$ cat config.mk
export PLATFORM = sky130hd
export DESIGN_NAME = rmh_ctrl_flat
export DESIGN_NICKNAME = d
export VERILOG_FILES = /design/src/rtl/rmh_pkg.sv /design/src/rtl/rmh_ifs.sv /design/src/rtl/rmh_ctrl.sv /design/src/flat_wrapper.sv
export SDC_FILE = /design/constraint.sdc
export NUM_CORES = 1
export LEC_CHECK = 0
export ABC_CLOCK_PERIOD_IN_PS = 10400
export BUFFER_PORTS_ARGS = -buffer_cell sky130_fd_sc_hd__buf_4
export CORE_MARGIN = 1
export CORE_UTILIZATION = 55
export CTS_CLUSTER_SIZE = 10
export DETAILED_ROUTE_END_ITERATION = 12
export PLACE_DENSITY_LB_ADDON = 0.3
export SYNTH_ARGS = -nofsm -noshare
export SYNTH_HDL_FRONTEND = slang
export SYNTH_SLANG_ARGS = --single-unit
$ cat constraint.sdc
create_clock -name clk -period 10.4 [get_ports clk]
set_input_delay 0 -clock clk [delete_from_list [all_inputs] [get_ports clk]]
set_output_delay 0 -clock clk [all_outputs]
set_load 0.005 [all_outputs]
$ cat src/rtl/rmh_pkg.sv
package rmh_pkg;

  // default sizing
  localparam int CAPACITY_DEF   = 1024;
  localparam int DATA_WIDTH_DEF = 32;

  // fixed channel field widths
  localparam int SAMPLE_W = 32;
  localparam int COUNT_W  = 11;

  // request codes
  localparam logic REQ_INSERT = 1'b0;
  localparam logic REQ_CLEAR  = 1'b1;

  // operation applied to every cell of a chain in the same cycle
  typedef enum logic [2:0] {
    CH_NOP,
    CH_CLR,
    CH_INS,
    CH_POP,
    CH_PUSH
  } chain_op_t;

  // command from the controller to both chains
  typedef struct packed {
    chain_op_t lower_op;
    chain_op_t upper_op;
  } chain_cmd_t;

endpackage

$ cat src/rtl/rmh_ifs.sv
// request channel
interface rmh_in_if;
  logic                         valid;
  logic                         ready;
  logic                         req_type;
  logic [rmh_pkg::SAMPLE_W-1:0] sample;

  modport source (output valid, req_type, sample, input ready);
  modport sink   (input valid, req_type, sample, output ready);
endinterface

// result channel
interface rmh_out_if;
  logic                         valid;
  logic                         ready;
  logic [rmh_pkg::SAMPLE_W-1:0] median;
  logic [rmh_pkg::COUNT_W-1:0]  count;
  logic                         dropped;

  modport source (output valid, median, count, dropped, input ready);
  modport sink   (input valid, median, count, dropped, output ready);
endinterface

$ cat src/rtl/rmh_ctrl.sv
module rmh_ctrl #(
  parameter int CAPACITY   = rmh_pkg::CAPACITY_DEF,
  parameter int DATA_WIDTH = rmh_pkg::DATA_WIDTH_DEF
) (
  input  logic                  clk,
  input  logic                  rst_n,
  rmh_in_if.sink                in_ch,
  rmh_out_if.source             out_ch,
  output rmh_pkg::chain_cmd_t   cmd,
  output logic [DATA_WIDTH-1:0] lower_din,
  output logic [DATA_WIDTH-1:0] upper_din,
  input  logic [DATA_WIDTH-1:0] lower_top,
  input  logic [DATA_WIDTH-1:0] upper_top
);

  localparam int Depth   = (CAPACITY + 1) / 2;
  localparam int LcW     = $clog2(Depth + 1);
  localparam int TotW    = LcW + 1;
  localparam int SmpW    = rmh_pkg::SAMPLE_W;
  localparam int OutCntW = rmh_pkg::COUNT_W;

  typedef enum logic [3:0] {
    ST_IDLE   = 4'b0001,
    ST_DECIDE = 4'b0010,
    ST_STEP2  = 4'b0100,
    ST_RESP   = 4'b1000
  } state_t;

  state_t                state_r, state_nxt;
  logic                  req_r, req_nxt;
  logic [DATA_WIDTH-1:0] smp_r, smp_nxt;
  logic [LcW-1:0]        lcnt_r, lcnt_nxt;
  logic [LcW-1:0]        ucnt_r, ucnt_nxt;
  logic                  drop_r, drop_nxt;
  logic                  s2_ins_r, s2_ins_nxt;
  logic                  out_valid_r;
  logic [SmpW-1:0]       out_median_r;
  logic [OutCntW-1:0]    out_count_r;
  logic                  out_dropped_r;
  logic                  out_load;
  logic [TotW-1:0]       total_w;
  logic                  full_w;
  logic                  to_lower_w;
  logic                  bal_w;

  // occupancy and placement
  assign total_w    = TotW'(lcnt_r) + TotW'(ucnt_r);
  assign full_w     = total_w >= TotW'(CAPACITY);
  assign to_lower_w = (lcnt_r == '0) || (lower_top > smp_r);
  assign bal_w      = lcnt_r == ucnt_r;

  assign in_ch.ready = state_r == ST_IDLE;

  // request sequencer: one or two chain steps per insert that is not dropped
  always_comb begin
    state_nxt  = state_r;
    req_nxt    = req_r;
    smp_nxt    = smp_r;
    lcnt_nxt   = lcnt_r;
    ucnt_nxt   = ucnt_r;
    drop_nxt   = drop_r;
    s2_ins_nxt = s2_ins_r;
    cmd        = '{lower_op: rmh_pkg::CH_NOP, upper_op: rmh_pkg::CH_NOP};
    lower_din  = smp_r;
    upper_din  = smp_r;
    out_load   = 1'b0;
    unique case (state_r)
      ST_IDLE: begin
        if (in_ch.valid) begin
          req_nxt   = in_ch.req_type;
          smp_nxt   = DATA_WIDTH'(in_ch.sample);
          drop_nxt  = 1'b0;
          state_nxt = ST_DECIDE;
        end
      end
      ST_DECIDE: begin
        state_nxt = ST_RESP;
        if (req_r == rmh_pkg::REQ_CLEAR) begin
          cmd.lower_op = rmh_pkg::CH_CLR;
          cmd.upper_op = rmh_pkg::CH_CLR;
          lcnt_nxt     = '0;
          ucnt_nxt     = '0;
        end else if (full_w) begin
          drop_nxt = 1'b1;
        end else if (to_lower_w) begin
          if (bal_w) begin
            cmd.lower_op = rmh_pkg::CH_INS;
            lcnt_nxt     = lcnt_r + LcW'(1);
          end else begin
            // lower top moves up first, then the sample goes in below
            cmd.lower_op = rmh_pkg::CH_POP;
            cmd.upper_op = rmh_pkg::CH_PUSH;
            upper_din    = lower_top;
            lcnt_nxt     = lcnt_r - LcW'(1);
            ucnt_nxt     = ucnt_r + LcW'(1);
            s2_ins_nxt   = 1'b1;
            state_nxt    = ST_STEP2;
          end
        end else begin
          cmd.upper_op = rmh_pkg::CH_INS;
          ucnt_nxt     = ucnt_r + LcW'(1);
          if (bal_w) begin
            s2_ins_nxt = 1'b0;
            state_nxt  = ST_STEP2;
          end
        end
      end
      ST_STEP2: begin
        state_nxt = ST_RESP;
        if (s2_ins_r) begin
          cmd.lower_op = rmh_pkg::CH_INS;
          lcnt_nxt     = lcnt_r + LcW'(1);
        end else begin
          // upper top moves down to rebalance
          cmd.upper_op = rmh_pkg::CH_POP;
          cmd.lower_op = rmh_pkg::CH_PUSH;
          lower_din    = upper_top;
          ucnt_nxt     = ucnt_r - LcW'(1);
          lcnt_nxt     = lcnt_r + LcW'(1);
        end
      end
      ST_RESP: begin
        if (!out_valid_r || out_ch.ready) begin
          out_load  = 1'b1;
          state_nxt = ST_IDLE;
        end
      end
      default: state_nxt = ST_IDLE;
    endcase
  end

  // control state
  always_ff @(posedge clk) begin
    if (!rst_n) begin
      state_r <= ST_IDLE;
      lcnt_r  <= '0;
      ucnt_r  <= '0;
    end else begin
      state_r <= state_nxt;
      lcnt_r  <= lcnt_nxt;
      ucnt_r  <= ucnt_nxt;
    end
  end

  // request payload
  always_ff @(posedge clk) begin
    req_r    <= req_nxt;
    smp_r    <= smp_nxt;
    drop_r   <= drop_nxt;
    s2_ins_r <= s2_ins_nxt;
  end

  // result register valid
  always_ff @(posedge clk) begin
    if (!rst_n) begin
      out_valid_r <= 1'b0;
    end else if (out_load) begin
      out_valid_r <= 1'b1;
    end else if (out_ch.ready) begin
      out_valid_r <= 1'b0;
    end
  end

  // result register payload
  always_ff @(posedge clk) begin
    if (out_load) begin
      out_median_r  <= (lcnt_r == '0) ? '0 : SmpW'(lower_top);
      out_count_r   <= OutCntW'(total_w);
      out_dropped_r <= drop_r;
    end
  end

  assign out_ch.valid   = out_valid_r;
  assign out_ch.median  = out_median_r;
  assign out_ch.count   = out_count_r;
  assign out_ch.dropped = out_dropped_r;

endmodule

$ cat src/flat_wrapper.sv
// flat-port wrapper written by rule: the top's interface ports become plain ports
module rmh_ctrl_flat 
#(
  parameter int CAPACITY   = rmh_pkg::CAPACITY_DEF,
  parameter int DATA_WIDTH = rmh_pkg::DATA_WIDTH_DEF
)
  (clk, rst_n, cmd, lower_din, upper_din, lower_top, upper_top, in_ch_valid, in_ch_req_type, in_ch_sample, in_ch_ready, out_ch_valid, out_ch_median, out_ch_count, out_ch_dropped, out_ch_ready);
  rmh_in_if in_ch_i ();
  rmh_out_if out_ch_i ();
  input  logic clk;
  input  logic rst_n;
  output rmh_pkg::chain_cmd_t cmd;
  output logic [DATA_WIDTH-1:0] lower_din;
  output logic [DATA_WIDTH-1:0] upper_din;
  input  logic [DATA_WIDTH-1:0] lower_top;
  input  logic [DATA_WIDTH-1:0] upper_top;
  input wire logic [$bits(in_ch_i.valid)-1:0] in_ch_valid;
  input wire logic [$bits(in_ch_i.req_type)-1:0] in_ch_req_type;
  input wire logic [$bits(in_ch_i.sample)-1:0] in_ch_sample;
  output wire logic [$bits(in_ch_i.ready)-1:0] in_ch_ready;
  output wire logic [$bits(out_ch_i.valid)-1:0] out_ch_valid;
  output wire logic [$bits(out_ch_i.median)-1:0] out_ch_median;
  output wire logic [$bits(out_ch_i.count)-1:0] out_ch_count;
  output wire logic [$bits(out_ch_i.dropped)-1:0] out_ch_dropped;
  input wire logic [$bits(out_ch_i.ready)-1:0] out_ch_ready;
  assign in_ch_i.valid = in_ch_valid;
  assign in_ch_i.req_type = in_ch_req_type;
  assign in_ch_i.sample = in_ch_sample;
  assign in_ch_ready = in_ch_i.ready;
  assign out_ch_valid = out_ch_i.valid;
  assign out_ch_median = out_ch_i.median;
  assign out_ch_count = out_ch_i.count;
  assign out_ch_dropped = out_ch_i.dropped;
  assign out_ch_i.ready = out_ch_ready;
  rmh_ctrl #(.CAPACITY(CAPACITY), .DATA_WIDTH(DATA_WIDTH)) u_core (.clk(clk), .rst_n(rst_n), .in_ch(in_ch_i), .out_ch(out_ch_i), .cmd(cmd), .lower_din(lower_din), .upper_din(upper_din), .lower_top(lower_top), .upper_top(upper_top));
endmodule
==> flow_summary.ini <==
[worst_hold_path]
hp-start = out_ch_ready
holdPathStages = 3
min_to = u_core.out_ch.valid
min-delay-path-class = input port to flop

[sta]
tightestPinTransition_ns = 0.9724
hold_viol_final = 0
finalMaxSlewViolations = 0
fin_crit_sh_pct = 38.58
timing.slew.headroom_pct = 35.17
fin_tns_setup_ns = 0
finClkSkew_ns = 0.01147
setup_ws_ns = 6.387
finalSetupViolCount = 0
clock.fmax_ghz = 0.2492
period_minus_slack_ns = 4.013
rsz0062_at_grt = false

[final_layout]
layout.nets = 1035
drive_above_1_share_pct = 31.43
areaGrowthSynthToFinish_pct = 43.26
final_cells = 1032

[setup_path]
crit_fanout = 15
start_kind = flop
crit_top_cell = o32ai_1
r2r-start = u_core.ucnt_r[0]
slowest_stage = a211oi_2
slowest_delay_ns = 0.80
cp_data_arrival_time_ns = 4.27
r2r_end = u_core.ucnt_r[2]
reg2reg_slack_ns = 6.39
end_kind = flop
r2r_cells = 10
worst_ep_required_time_ns = 10.66
worstSetupPathType = flop to flop
path_cells = ha_1 -> fa_1 -> a211o_1 -> a21oi_1 -> nor3_1 -> o32ai_1 -> nor2_1 -> a211oi_2 -> nand2_1 -> o32ai_1

[drt]
highest_layer = met5
wirelength_mm = 21.84
dr.first_iter.drc_count = 595
dr.pass1.iters = 6
num_vias = 6337
routedWlPerCell_um = 21.16
met2WireLength_mm = 10.68
wl_met1_mm = 7.745
drc = 0
route.met3.wl_mm = 2.344
avgViaCountPerCell = 6.141
ant_nets = 0

[placed_design]
pre_cts_slack_ns = 6.424
dpl.hpwl_mm = 13.74
place.gp.congestion = 0.8545
io_buffers = 216
dpl.cell_count = 949

[synthesis]
syn_nets = 766
ys_ff_latch = 104
synth_ff_type = edfxtp_1
synth_cell_type_count = 61
synth_edf_count = 79
ys_seq_area_share_pct = 45.97
syn_inst = 617
yosysWarnings = 0
synthArstFlopShare_pct = 0
syn_area_per_cell_um2 = 10.13
synth_area_um2 = 6250

[floorplan]
initial_core_util_pct = 57.15
rows = 38
die_w_um = 108.6
die_h_um = 108.6
placeableCoreArea_um2 = 10940
die-area_um2 = 11790
io-pin-count = 217

[cts]
clk_pin_slew_worst_paths_ns = 0.07
numClockSinks = 104
clk-insertion-delay-late_ns = 0.35
cts_buffers = 9
htreeDepth = 3
cts-root-buf = clkbuf_16
cts_buffer_depth = 2
cts_tree = yes

[job]
cap_violations = 0

[global_routing]
grt.total_usage_pct = 38.03
grt_pass1_vias = 6290
grt_overflow = 0
antenna_found_initial = 3
grt_pass1_wl_mm = 33.43
grt_max_degree = 65

[outcome]
status = finished, final reports clean

[pwr]
powerDensity_nw_per_um2 = 119.2
leakage_nw = 3.999
irDropWorstVdd_mv = 0.1350
## cell type report
class	instances	area [µm²]
Multi-Input combinational cell	442	3100
Sequential cell	104	2873
Timing Repair Buffer	286	2312
Fill cell	587	1982
Clock buffer	10	239.0
Tap cell	140	175.2
Inverter	43	161.4
Clock inverter	6	90.09
Antenna cell	1	2.502
## kinds of logic after synthesis
| logic type | share of synthesized area [%] |
|---|---|
| buffers and inverters | 4.685 |
| and+or+nand+nor | 16.94 |
| muxes | 5.946 |
| DFF | 45.97 |
| adders and majority gates | 9.730 |
| xor gates and xnor gates | 1.121 |
| AOI/OAI and AO/OA | 15.62 |
## worst max path at each step
| stage | slack (ns) | from | to | cells after the start |
|---|---|---|---|---|
| after detailed placement | 6.42 | u_core.ucnt_r[0] | u_core.ucnt_r[2] | 10 |
| after CTS | 6.41 | u_core.ucnt_r[0] | u_core.ucnt_r[2] | 10 |
| after floorplan | 7.11 | u_core.state_r[0] | u_core.out_ch.count[0] | 2 |
| final | 6.39 | u_core.ucnt_r[0] | u_core.ucnt_r[2] | 10 |
| after global placement | 6.52 | u_core.ucnt_r[0] | u_core.ucnt_r[2] | 10 |
| after global routing | 6.12 | u_core.ucnt_r[0] | u_core.ucnt_r[2] | 10 |
## metrics by stage
step	power, mW	hold WS [ns]	cell area [µm²]	util [%]
6_report	1.067	0.02562	8954	81.88
2_1_floorplan	0.5691	0.09887	6250	-
4_1_cts	1.055	0.02148	8951	81.85
3_3_place_gp	0.6554	0.1784	7961	72.80
5_1_grt	1.106	0.04079	8951	81.85
3_5_place_dp	0.6633	0.1798	7961	72.80
## Yosys cell counts (11+ instances only)
library cell   n  share of area, %
nand4_1       11               1.1
a21oi_1       30               2.4
a21o_1        12               1.4
mux2_2        28               5.0
inv_1         43               2.6
and2_1        41               4.1
nand2_1       64               3.8
clkbuf_1      21               1.3
nor2_1        24               1.4
ha_1          47               9.4
nand3_1       12              0.96
dfxtp_1       25               8.0
edfxtp_1      79                38
o21ai_0       50               4.0
## state kept, by name, summed over array words and instances, names as in the netlist, 4 cells and up
signal / cells
u_core.out_ch.count: 11
u_core.state_r: 4
u_core.smp_r: 32
u_core.ucnt_r: 10
u_core.out_ch.median: 32
u_core.lcnt_r: 10
## cells in the final DEF (no fill, tap or decap), types with 4 or more instances in the layout
cell	netlist	routed
o21bai_1	4	4
inv_1	43	43
xnor2_1	5	5
ha_1	47	47
nor4_1	6	6
mux2_1	5	5
and3_1	7	7
o32ai_1	5	5
nand3_1	12	12
nor2b_1	7	6
clkbuf_16	0	9
o21ai_0	50	50
buf_4	0	220
a21o_1	12	12
nand4_1	11	11
o31ai_1	9	9
a31oi_1	9	9
nor2_1	24	23
dlygate4sd3_1	0	66
o211ai_1	8	8
a21oi_1	30	30
mux2_2	28	28
nor3_1	9	9
dfxtp_1	25	25
edfxtp_1	79	79
and2_1	41	40
nand2_1	64	64
## worst max-delay path, delay by kind of cell, from the launching register on
family          cells  cell delay (ns)
flops               1             0.39
fa+ha+maj           2             0.69
simple gates        3             0.61
compound gates      5             2.23
## power by group
| group | switching (mW) | leakage, nW | internal, mW |
|---|---|---|---|
| Combinational | 0.105 | 2.86 | 0.110 |
| Sequential | 0.0118 | 0.978 | 0.463 |
| Clock | 0.158 | 0.165 | 0.220 |
| Total | 0.275 | 4.00 | 0.793 |
## layer usage
layer	GRT usage (%)	vias up
met5	0	-
met4	19.02	2
met3	14.10	109
met2	62.16	453
met1	43.69	2970
li1	-	2803
## timing repair
item | CTS | global route
setup endpoints to repair | 0 | 0
endpoints found under the hold margin | 66 | 0
buffers inserted | 0 | 0
hold buffers | 66 | 0
resized for setup | 0 | 0
No activity file was read; power rests on OpenSTA's default activity.
